==> src/design/rsp_pkg.sv <==
// Shared types, constants and helpers of the register script parser.
// Used by rsp_parser, rsp_out_fifo and register_script_parser_core.
`timescale 1ns / 1ps

package rsp_pkg;

    localparam int LENGTH_BITS_DEF = 16;
    localparam int CFG_W           = 16;
    localparam int BYTE_W          = 8;
    localparam int S_TDATA_W       = 8;
    localparam int M_TDATA_W       = 24;
    localparam int M_TUSER_W       = 4;

    localparam logic [BYTE_W-1:0] CMD_DELAY = 8'hFE;
    localparam logic [BYTE_W-1:0] CMD_BURST = 8'hFD;
    localparam logic [BYTE_W-1:0] CMD_SKIP  = 8'hF0;

    localparam int FIFO_DEPTH = 4;
    localparam int FIFO_PTR_W = $clog2(FIFO_DEPTH);
    localparam int FIFO_CNT_W = $clog2(FIFO_DEPTH + 1);

    typedef enum logic [2:0] {
        KIND_WRITE = 3'd0,
        KIND_BURST = 3'd1,
        KIND_DELAY = 3'd2,
        KIND_DONE  = 3'd3,
        KIND_ERROR = 3'd4
    } t_kind;

    typedef enum logic [1:0] {
        ERR_NONE   = 2'd0,
        ERR_LENGTH = 2'd1,
        ERR_EMPTY  = 2'd2
    } t_err;

    typedef enum logic [7:0] {
        PH_CMD     = 8'b0000_0001,
        PH_VALUE   = 8'b0000_0010,
        PH_DELAY   = 8'b0000_0100,
        PH_BLEN    = 8'b0000_1000,
        PH_BREG    = 8'b0001_0000,
        PH_BDATA   = 8'b0010_0000,
        PH_SKIPLEN = 8'b0100_0000,
        PH_SKIP    = 8'b1000_0000
    } t_phase;

    typedef struct packed {
        t_kind             kind;
        logic [BYTE_W-1:0] reg_addr;
        logic [BYTE_W-1:0] data_value;
        logic              burst_first;
        logic              burst_last;
        t_err              error_code;
    } t_result;

    // up to two results per script byte, res0 first
    typedef struct packed {
        logic [1:0] count;
        t_result    res1;
        t_result    res0;
    } t_push;

    function automatic t_result make_result(input t_kind kind, input logic [BYTE_W-1:0] addr,
                                            input logic [BYTE_W-1:0] data, input logic first,
                                            input logic last, input t_err err);
        t_result r;
        r.kind        = kind;
        r.reg_addr    = addr;
        r.data_value  = data;
        r.burst_first = first;
        r.burst_last  = last;
        r.error_code  = err;
        return r;
    endfunction

endpackage

==> src/design/register_script_parser_core.sv <==
// Register script parser top level: input register, parser, result queue.
// A byte is registered at transfer; its results are then written to the queue.
// Throughput: one byte per cycle while the queue has room; one result per transfer.
// The only two-result byte is the one that also ends the script.
// Reset (synchronous, active low) clears parse state, sets script length to 1
// and empties the queue; a configuration write also restarts parsing.
`timescale 1ns / 1ps

module register_script_parser_core #(
    parameter int LENGTH_BITS = rsp_pkg::LENGTH_BITS_DEF
) (
    input  logic                            i_clk,
    input  logic                            i_rst_n,
    // configuration: script_bytes
    input  logic                            i_cfg_valid,
    output logic                            o_cfg_ready,
    input  logic [rsp_pkg::CFG_W-1:0]       i_cfg_data,
    // tdata: script_byte[7:0]
    input  logic                            s_axis_tvalid,
    output logic                            s_axis_tready,
    input  logic [rsp_pkg::S_TDATA_W-1:0]   s_axis_tdata,
    // tdata: reg_addr[7:0], data_value[15:8], error_code[17:16], zero pad
    output logic                            m_axis_tvalid,
    input  logic                            m_axis_tready,
    output logic [rsp_pkg::M_TDATA_W-1:0]   m_axis_tdata,
    // tuser: kind[2:0], burst_first[3]
    output logic [rsp_pkg::M_TUSER_W-1:0]   m_axis_tuser,
    output logic                            m_axis_tlast
);
    import rsp_pkg::*;

    logic              r_in_valid;
    logic [BYTE_W-1:0] r_in_byte;
    logic              room;
    logic              step;
    logic              in_xfer;
    logic              cfg_we;
    t_push             push;
    t_result           res;

    assign o_cfg_ready   = 1'b1;
    assign cfg_we        = i_cfg_valid;
    assign step          = r_in_valid && room;
    assign s_axis_tready = !r_in_valid || room;
    assign in_xfer       = s_axis_tvalid && s_axis_tready;

    always_ff @(posedge i_clk) begin
        if (!i_rst_n) begin
            r_in_valid <= 1'b0;
        end else if (in_xfer) begin
            r_in_valid <= 1'b1;
        end else if (step) begin
            r_in_valid <= 1'b0;
        end
    end

    always_ff @(posedge i_clk) begin
        if (in_xfer) begin
            r_in_byte <= s_axis_tdata[BYTE_W-1:0];
        end
    end

    rsp_parser #(
        .LENGTH_BITS (LENGTH_BITS)
    ) u_parser (
        .i_clk      (i_clk),
        .i_rst_n    (i_rst_n),
        .i_cfg_we   (cfg_we),
        .i_cfg_data (i_cfg_data),
        .i_step     (step),
        .i_byte     (r_in_byte),
        .o_push     (push)
    );

    rsp_out_fifo u_out_fifo (
        .i_clk   (i_clk),
        .i_rst_n (i_rst_n),
        .i_push  (push),
        .o_room  (room),
        .o_valid (m_axis_tvalid),
        .i_ready (m_axis_tready),
        .o_res   (res)
    );

    assign m_axis_tdata = {6'b000000, res.error_code, res.data_value, res.reg_addr};
    assign m_axis_tuser = {res.burst_first, res.kind};
    assign m_axis_tlast = res.burst_last;

endmodule

==> src/design/rsp_parser.sv <==
// Script byte parser: phase state and per-byte result generation.
// Depends on rsp_pkg.
`timescale 1ns / 1ps

module rsp_parser #(
    parameter int LENGTH_BITS = rsp_pkg::LENGTH_BITS_DEF
) (
    input  logic                         i_clk,
    input  logic                         i_rst_n,
    input  logic                         i_cfg_we,
    input  logic [rsp_pkg::CFG_W-1:0]    i_cfg_data,
    input  logic                         i_step,
    input  logic [rsp_pkg::BYTE_W-1:0]   i_byte,
    output rsp_pkg::t_push               o_push
);
    import rsp_pkg::*;

    localparam int EXT_W = LENGTH_BITS + 2;

    logic [LENGTH_BITS-1:0] r_script_bytes;
    logic [LENGTH_BITS-1:0] r_seen,  n_seen;
    t_phase                 r_phase, n_phase;
    logic [BYTE_W-1:0]      r_held,  n_held;
    logic [BYTE_W-1:0]      r_blft,  n_blft;
    logic [BYTE_W-1:0]      r_skip,  n_skip;
    logic                   r_started, n_started;
    logic                   r_fin,   n_fin;

    logic [EXT_W-1:0]  ext_pos;
    logic [EXT_W-1:0]  ext_sb;
    logic [EXT_W-1:0]  pos_inc;
    logic              cmd_trunc;
    logic              blen_bad;
    logic [BYTE_W-1:0] blft_dec;
    logic [BYTE_W-1:0] skip_dec;
    logic              do_cmd;
    logic              case_vld;
    t_result           case_res;
    logic              done_now;
    t_result           done_res;

    assign ext_pos   = EXT_W'(r_seen);
    assign ext_sb    = EXT_W'(r_script_bytes);
    assign pos_inc   = ext_pos + EXT_W'(1);
    assign cmd_trunc = (ext_pos + ((i_byte == CMD_BURST) ? EXT_W'(2) : EXT_W'(1))) >= ext_sb;
    assign blen_bad  = (i_byte == '0) || ((pos_inc + EXT_W'(i_byte)) > ext_sb);
    assign blft_dec  = (r_blft != '0) ? r_blft - BYTE_W'(1) : r_blft;
    assign skip_dec  = (r_skip != '0) ? r_skip - BYTE_W'(1) : r_skip;
    assign done_res  = make_result(KIND_DONE, '0, '0, 1'b0, 1'b0, ERR_NONE);

    always_comb begin
        n_seen    = r_seen;
        n_phase   = r_phase;
        n_held    = r_held;
        n_blft    = r_blft;
        n_skip    = r_skip;
        n_started = r_started;
        n_fin     = r_fin;
        do_cmd    = 1'b0;
        case_vld  = 1'b0;
        case_res  = '0;
        done_now  = 1'b0;
        o_push    = '0;

        if (i_step && !r_fin) begin
            case (r_phase)
                PH_VALUE: begin
                    case_vld = 1'b1;
                    case_res = make_result(KIND_WRITE, r_held, i_byte, 1'b0, 1'b0, ERR_NONE);
                    n_phase  = PH_CMD;
                end
                PH_DELAY: begin
                    case_vld = 1'b1;
                    case_res = make_result(KIND_DELAY, '0, i_byte, 1'b0, 1'b0, ERR_NONE);
                    n_phase  = PH_CMD;
                end
                PH_BLEN: begin
                    if (blen_bad) begin
                        case_vld = 1'b1;
                        case_res = make_result(KIND_ERROR, '0, '0, 1'b0, 1'b0, ERR_LENGTH);
                        n_fin    = 1'b1;
                        n_phase  = PH_CMD;
                    end else begin
                        n_blft  = i_byte - BYTE_W'(1);
                        n_phase = PH_BREG;
                    end
                end
                PH_BREG: begin
                    if (r_blft == '0) begin
                        case_vld = 1'b1;
                        case_res = make_result(KIND_ERROR, '0, '0, 1'b0, 1'b0, ERR_EMPTY);
                        n_fin    = 1'b1;
                        n_phase  = PH_CMD;
                    end else begin
                        n_held    = i_byte;
                        n_started = 1'b0;
                        n_phase   = PH_BDATA;
                    end
                end
                PH_BDATA: begin
                    case_vld  = 1'b1;
                    case_res  = make_result(KIND_BURST, r_held, i_byte, !r_started,
                                            r_blft == BYTE_W'(1), ERR_NONE);
                    n_started = 1'b1;
                    n_blft    = blft_dec;
                    if (blft_dec == '0) begin
                        n_phase = PH_CMD;
                    end
                end
                PH_SKIPLEN: begin
                    if (i_byte == '0) begin
                        // length byte doubles as the next command
                        do_cmd = 1'b1;
                    end else if (i_byte == BYTE_W'(1)) begin
                        n_phase = PH_CMD;
                    end else begin
                        n_skip  = i_byte - BYTE_W'(1);
                        n_phase = PH_SKIP;
                    end
                end
                PH_SKIP: begin
                    n_skip = skip_dec;
                    if (skip_dec == '0) begin
                        n_phase = PH_CMD;
                    end
                end
                default: begin
                    do_cmd = 1'b1;
                end
            endcase

            if (do_cmd) begin
                if (cmd_trunc) begin
                    case_vld = 1'b1;
                    case_res = make_result(KIND_ERROR, '0, '0, 1'b0, 1'b0, ERR_LENGTH);
                    n_fin    = 1'b1;
                    n_phase  = PH_CMD;
                end else if (i_byte == CMD_DELAY) begin
                    n_phase = PH_DELAY;
                end else if (i_byte == CMD_BURST) begin
                    n_phase = PH_BLEN;
                end else if (i_byte == CMD_SKIP) begin
                    n_phase = PH_SKIPLEN;
                end else begin
                    n_held  = i_byte;
                    n_phase = PH_VALUE;
                end
            end

            n_seen = pos_inc[LENGTH_BITS-1:0];
            if (!n_fin && (pos_inc >= ext_sb)) begin
                done_now = 1'b1;
                n_fin    = 1'b1;
                n_phase  = PH_CMD;
            end

            if (case_vld) begin
                o_push.res0  = case_res;
                o_push.res1  = done_res;
                o_push.count = done_now ? 2'd2 : 2'd1;
            end else begin
                o_push.res0  = done_res;
                o_push.count = done_now ? 2'd1 : 2'd0;
            end
        end
    end

    always_ff @(posedge i_clk) begin
        if (!i_rst_n || i_cfg_we) begin
            r_script_bytes <= i_rst_n ? LENGTH_BITS'(i_cfg_data) : LENGTH_BITS'(1);
            r_seen         <= '0;
            r_phase        <= PH_CMD;
            r_held         <= '0;
            r_blft         <= '0;
            r_skip         <= '0;
            r_started      <= 1'b0;
            r_fin          <= 1'b0;
        end else begin
            r_seen    <= n_seen;
            r_phase   <= n_phase;
            r_held    <= n_held;
            r_blft    <= n_blft;
            r_skip    <= n_skip;
            r_started <= n_started;
            r_fin     <= n_fin;
        end
    end

endmodule

==> src/design/rsp_out_fifo.sv <==
// Result queue: takes up to two results a cycle, hands out one per transfer.
// Depends on rsp_pkg.
`timescale 1ns / 1ps

module rsp_out_fifo (
    input  logic              i_clk,
    input  logic              i_rst_n,
    input  rsp_pkg::t_push    i_push,
    output logic              o_room,
    output logic              o_valid,
    input  logic              i_ready,
    output rsp_pkg::t_result  o_res
);
    import rsp_pkg::*;

    t_result                 r_mem [FIFO_DEPTH];
    logic [FIFO_PTR_W-1:0]   r_wr_ptr, n_wr_ptr;
    logic [FIFO_PTR_W-1:0]   r_rd_ptr, n_rd_ptr;
    logic [FIFO_CNT_W-1:0]   r_count,  n_count;
    logic                    pop;
    logic [FIFO_PTR_W-1:0]   wr_ptr1;

    assign o_valid = (r_count != '0);
    assign o_res   = r_mem[r_rd_ptr];
    assign o_room  = (r_count <= FIFO_CNT_W'(FIFO_DEPTH - 2));
    assign pop     = o_valid && i_ready;
    assign wr_ptr1 = r_wr_ptr + FIFO_PTR_W'(1);

    assign n_wr_ptr = r_wr_ptr + FIFO_PTR_W'(i_push.count);
    assign n_rd_ptr = r_rd_ptr + FIFO_PTR_W'(pop);
    assign n_count  = r_count + FIFO_CNT_W'(i_push.count) - FIFO_CNT_W'(pop);

    always_ff @(posedge i_clk) begin
        if (i_push.count != 2'd0) begin
            r_mem[r_wr_ptr] <= i_push.res0;
        end
        if (i_push.count == 2'd2) begin
            r_mem[wr_ptr1] <= i_push.res1;
        end
    end

    always_ff @(posedge i_clk) begin
        if (!i_rst_n) begin
            r_wr_ptr <= '0;
            r_rd_ptr <= '0;
            r_count  <= '0;
        end else begin
            r_wr_ptr <= n_wr_ptr;
            r_rd_ptr <= n_rd_ptr;
            r_count  <= n_count;
        end
    end

endmodule
==> config.mk <==
export PLATFORM = sky130hd
export DESIGN_NAME = register_script_parser_core
export DESIGN_NICKNAME = d
export VERILOG_FILES = /design/src/design/rsp_pkg.sv /design/src/design/register_script_parser_core.sv /design/src/design/rsp_parser.sv /design/src/design/rsp_out_fifo.sv
export SDC_FILE = /design/constraint.sdc
export NUM_CORES = 1
export LEC_CHECK = 0
export ABC_CLOCK_PERIOD_IN_PS = 8290
export BUFFER_PORTS_ARGS = -buffer_cell sky130_fd_sc_hd__buf_4
export CAP_MARGIN = 25
export CORE_ASPECT_RATIO = 1.75
export CORE_MARGIN = 4
export CORE_UTILIZATION = 57
export DETAILED_ROUTE_END_ITERATION = 10
export HOLD_SLACK_MARGIN = 0.1
export PLACE_DENSITY = 0.75
export SLEW_MARGIN = 20
export SYNTH_ARGS = -nofsm -noshare
export SYNTH_HDL_FRONTEND = slang
export SYNTH_SLANG_ARGS = --single-unit
export TNS_END_PERCENT = 1
==> constraint.sdc <==
create_clock -name i_clk -period 8.29 [get_ports i_clk]
set_input_delay 2.0725 -clock i_clk [delete_from_list [all_inputs] [get_ports i_clk]]
set_output_delay 2.0725 -clock i_clk [all_outputs]
set_load 0.02 [all_outputs]
==> results.md <==
- Status: finished clean
- Gpl congestion: 0.895
- Clk Latency, worst-skew pair: 0.44 ns
- Hold crit path type: reg -> reg
- CTS root buffer: clkbuf_16
- CP top delay family: simple AND/OR/NAND/NOR gates
- Final Setup Violations: 0
- Clk buf depth: 2
- Final setup TNS: 0 ns
- Final worst clock skew: 0.0139 ns
- Clock share of power: 39.3%
- Distinct cells, synth: 77
- RSZ-0062 raised after global routing: no
- CTS buffer count: 17
- TritonCTS clock tree: done
- Vias per cell: 6.11
- Die H: 184 um
- Ys flop type: dfxtp_1
- Core ar.: 17,400 sq um
- Dpl hpwl: 19,000 um
- Maximum Capacitance Violations: 0
- GRT Residual Overflow: 0
- Area growth syn-to-layout: 11.3%
- Clock-pin slew on the worst setup and hold paths: 0.07 ns
- Tcrit/Tclk final: 89.5%
- Synth Cell Area: 10,100 sq um
- Fill cells: 1,482
- Slew at the pin closest to its max-slew limit: 1.05 ns
- Worst path max stage delay: 0.71 ns
- Slew margin rel.: 29.6%
- Critical Path, Cell by Cell: ha_1 > nand3_1 > nor2_1 > xor2_1 > ha_1 > nand4_1 > a21oi_1 > nor3b_1 > xor2_1 > ha_1 > nand4_1 > nor3_1 > nor2b_1 > o31ai_1 > a21oi_1 > a21o_1 > nand3_1 > ha_1 > o21ai_0 > nor3_1 > o21ai_1 > o21ai_0
- Worst setup EP type: register
- Layout cell share with drive strength beyond 1: 13.6%
- P_int: 1440 uW
- # clock sinks: 174
- Number of enable flip-flop cells after synthesis: 32
- Peak Freq: 135 MHz
- Setup bufs post-CTS: 0
- Crit path DAT: 7.78 ns
- Vias in the first global route: 8,319
- Top Ports: 61
- Peak supply drop: 0.175 mV
- Startpoint types: register
- CP most frequent cell: ha_1
- Via count: 8,176
- Synthesized instance count: 1,064
- H-tree levels: 4
- Die area: 19,900 sq um
- IO buf count: 53
- R2R depth: 22
- GRT Total Usage: 26.6%
- Starting density of the core: 57.9%
- Antenna Violating Nets Remaining: 0
- YS warnings: 0
- CTS Hold Buffers Added: 0
- Routed len/inst: 18.9 um
- Post-synthesis area per instance: 9.45 sq um
- Row cnt: 64
- Tot Pwr: 2030 uW
- Fin. max-slew vios: 0
- Asr flop ratio synth: 0%
- WP data required: 8.64 ns
- Synthesized flop and latch total: 174
- Pwr per Cell Area: 181 nW/um^2
- Post-synthesis sequential area ratio: 37.8%
- Drt pass-1 iters: 5
- Instance count on the critical path: 22
- Final hold vios: 0
- Most frequent cell after synthesis: dfxtp_1
- Largest net degree at the start of global routing: 29
- 1st-iter DRT viols: 365
- # diodes: 0
- Area share of the largest cell type after synthesis: 28.3%
- Comb power frac: 15.6%
- Final WL: 25,300 um
- CP Max Fanout: 13
- Pleak: 0.00458 uW
- Min Tclk post-route: 7.42 ns
- CP bufs+invs: 0
- Post-CTS sizing: 0
- Seq pwr share: 45.0%
- Cell with the largest stage delay on the worst path: nor3_1
- First-pass GRT wire length: 41,300 um
- Area leader, netlist: dfxtp_1
- Die Width: 108 um
- WHS Path Cells: 2
- Initial antenna violation count: 0
- DRC: 0
- Fin nets: 1,199
- Psw: 584 uW
- WS Path Type: reg -> reg
- Synth cell count leaders: dfxtp_1 (142), nand2_1 (96), ha_1 (73)
- Most area-consuming cells after synthesis: dfxtp_1 (28%), edfxtp_1 (9.6%), ha_1 (9.1%)
- Switching share of power: 28.8%
final timing paths:
kind                           start                      end  slack, ns
max               u_parser.r_seen[0]  u_out_fifo.r_mem[0][14]       0.87
min          u_out_fifo.r_mem[0][16]  u_out_fifo.r_mem[0][16]       0.45
max reg2reg       u_parser.r_seen[0]  u_out_fifo.r_mem[0][14]       0.87
min reg2reg  u_out_fifo.r_mem[0][16]  u_out_fifo.r_mem[0][16]       0.45
worst reg2reg max path: cells and delay by family, from the launching register on:
family | cells | cell delay [ns]
adder cells (fa/ha/maj) | 4 | 1.47
AND/OR/NAND/NOR | 9 | 3.17
flip-flops | 1 | 0.53
AO/OA/AOI/OAI | 7 | 1.75
XOR/XNOR | 2 | 0.42
cells by family (layout without fill, tap and decap cells):
logic type / after synthesis / after routing / share of synthesized area [%]
other: 2 / 7 / 0.0747
adders and majority gates: 76 / 76 / 9.68
DFF: 174 / 174 / 37.8
and+or+nand+nor: 340 / 340 / 17.4
muxes: 40 / 40 / 6.84
AOI/OAI and AO/OA: 246 / 246 / 17.2
xor gates and xnor gates: 71 / 71 / 6.18
buffers and inverters: 115 / 153 / 4.73
through the flow:
stage | setup WS (ns) | hold slack [ns] | instance area (sq um) | cells | util, %
6_report | 0.868 | 0.455 | 11200 | 1338 | 64.4
4_1_cts | 0.982 | 0.457 | 11200 | 1338 | 64.4
3_5_place_dp | 0.995 | 0.440 | 10600 | 1306 | 61.1
5_1_grt | 0.335 | 0.484 | 11200 | 1338 | 64.4
2_1_floorplan | 2.25 | 0.420 | 10100 | 1069 | -
3_3_place_gp | 1.31 | 0.428 | 10600 | 1306 | 61.1
routing by layer:
metal	global-route usage [%]	share of wire, %
met1	26.8	36
met3	3.55	3.3
met5	0	0
met4	19.5	7.2
met2	48.6	54
layout make-up:
type	instances	area, sq um	share of cell area (%)
Tap cell	231	289	2.58
Multi-Input combinational cell	780	5820	51.9
Sequential cell	174	3800	34.0
Clock buffer	18	450	4.02
Inverter	55	206	1.84
Timing Repair Buffer	66	495	4.43
Clock inverter	14	135	1.21
power by group through the flow:
stage	clock network (uW)	logic [uW]	registers [uW]
3_3_place_gp	0	315	930
4_1_cts	809	321	911
2_1_floorplan	0	239	916
6_report	796	317	912
5_1_grt	844	354	914
3_5_place_dp	0	318	931
layout by cell type (no fill, tap or decap), drive strengths merged, types with 19 or more instances in the layout:
cell    count
buf        66
xor2       29
dfxtp     142
xnor2      42
o21ai      63
a22o       52
nand2      96
nor2       72
inv        64
nor3       35
nand3      28
mux4       23
a21oi      46
edfxtp     32
ha         73
and2       29
nand4      19
sequential cells by signal (all words and copies together) (netlist names), 3 cells and up:
name,flops
u_parser.r_blft,8
u_out_fifo.r_count,3
u_parser.r_held,8
u_parser.r_phase,8
u_parser.r_seen,16
u_parser.r_script_bytes,16
u_out_fifo.r_mem,92
r_in_byte,8
u_parser.r_skip,8
(Power assumes the default switching activity.)
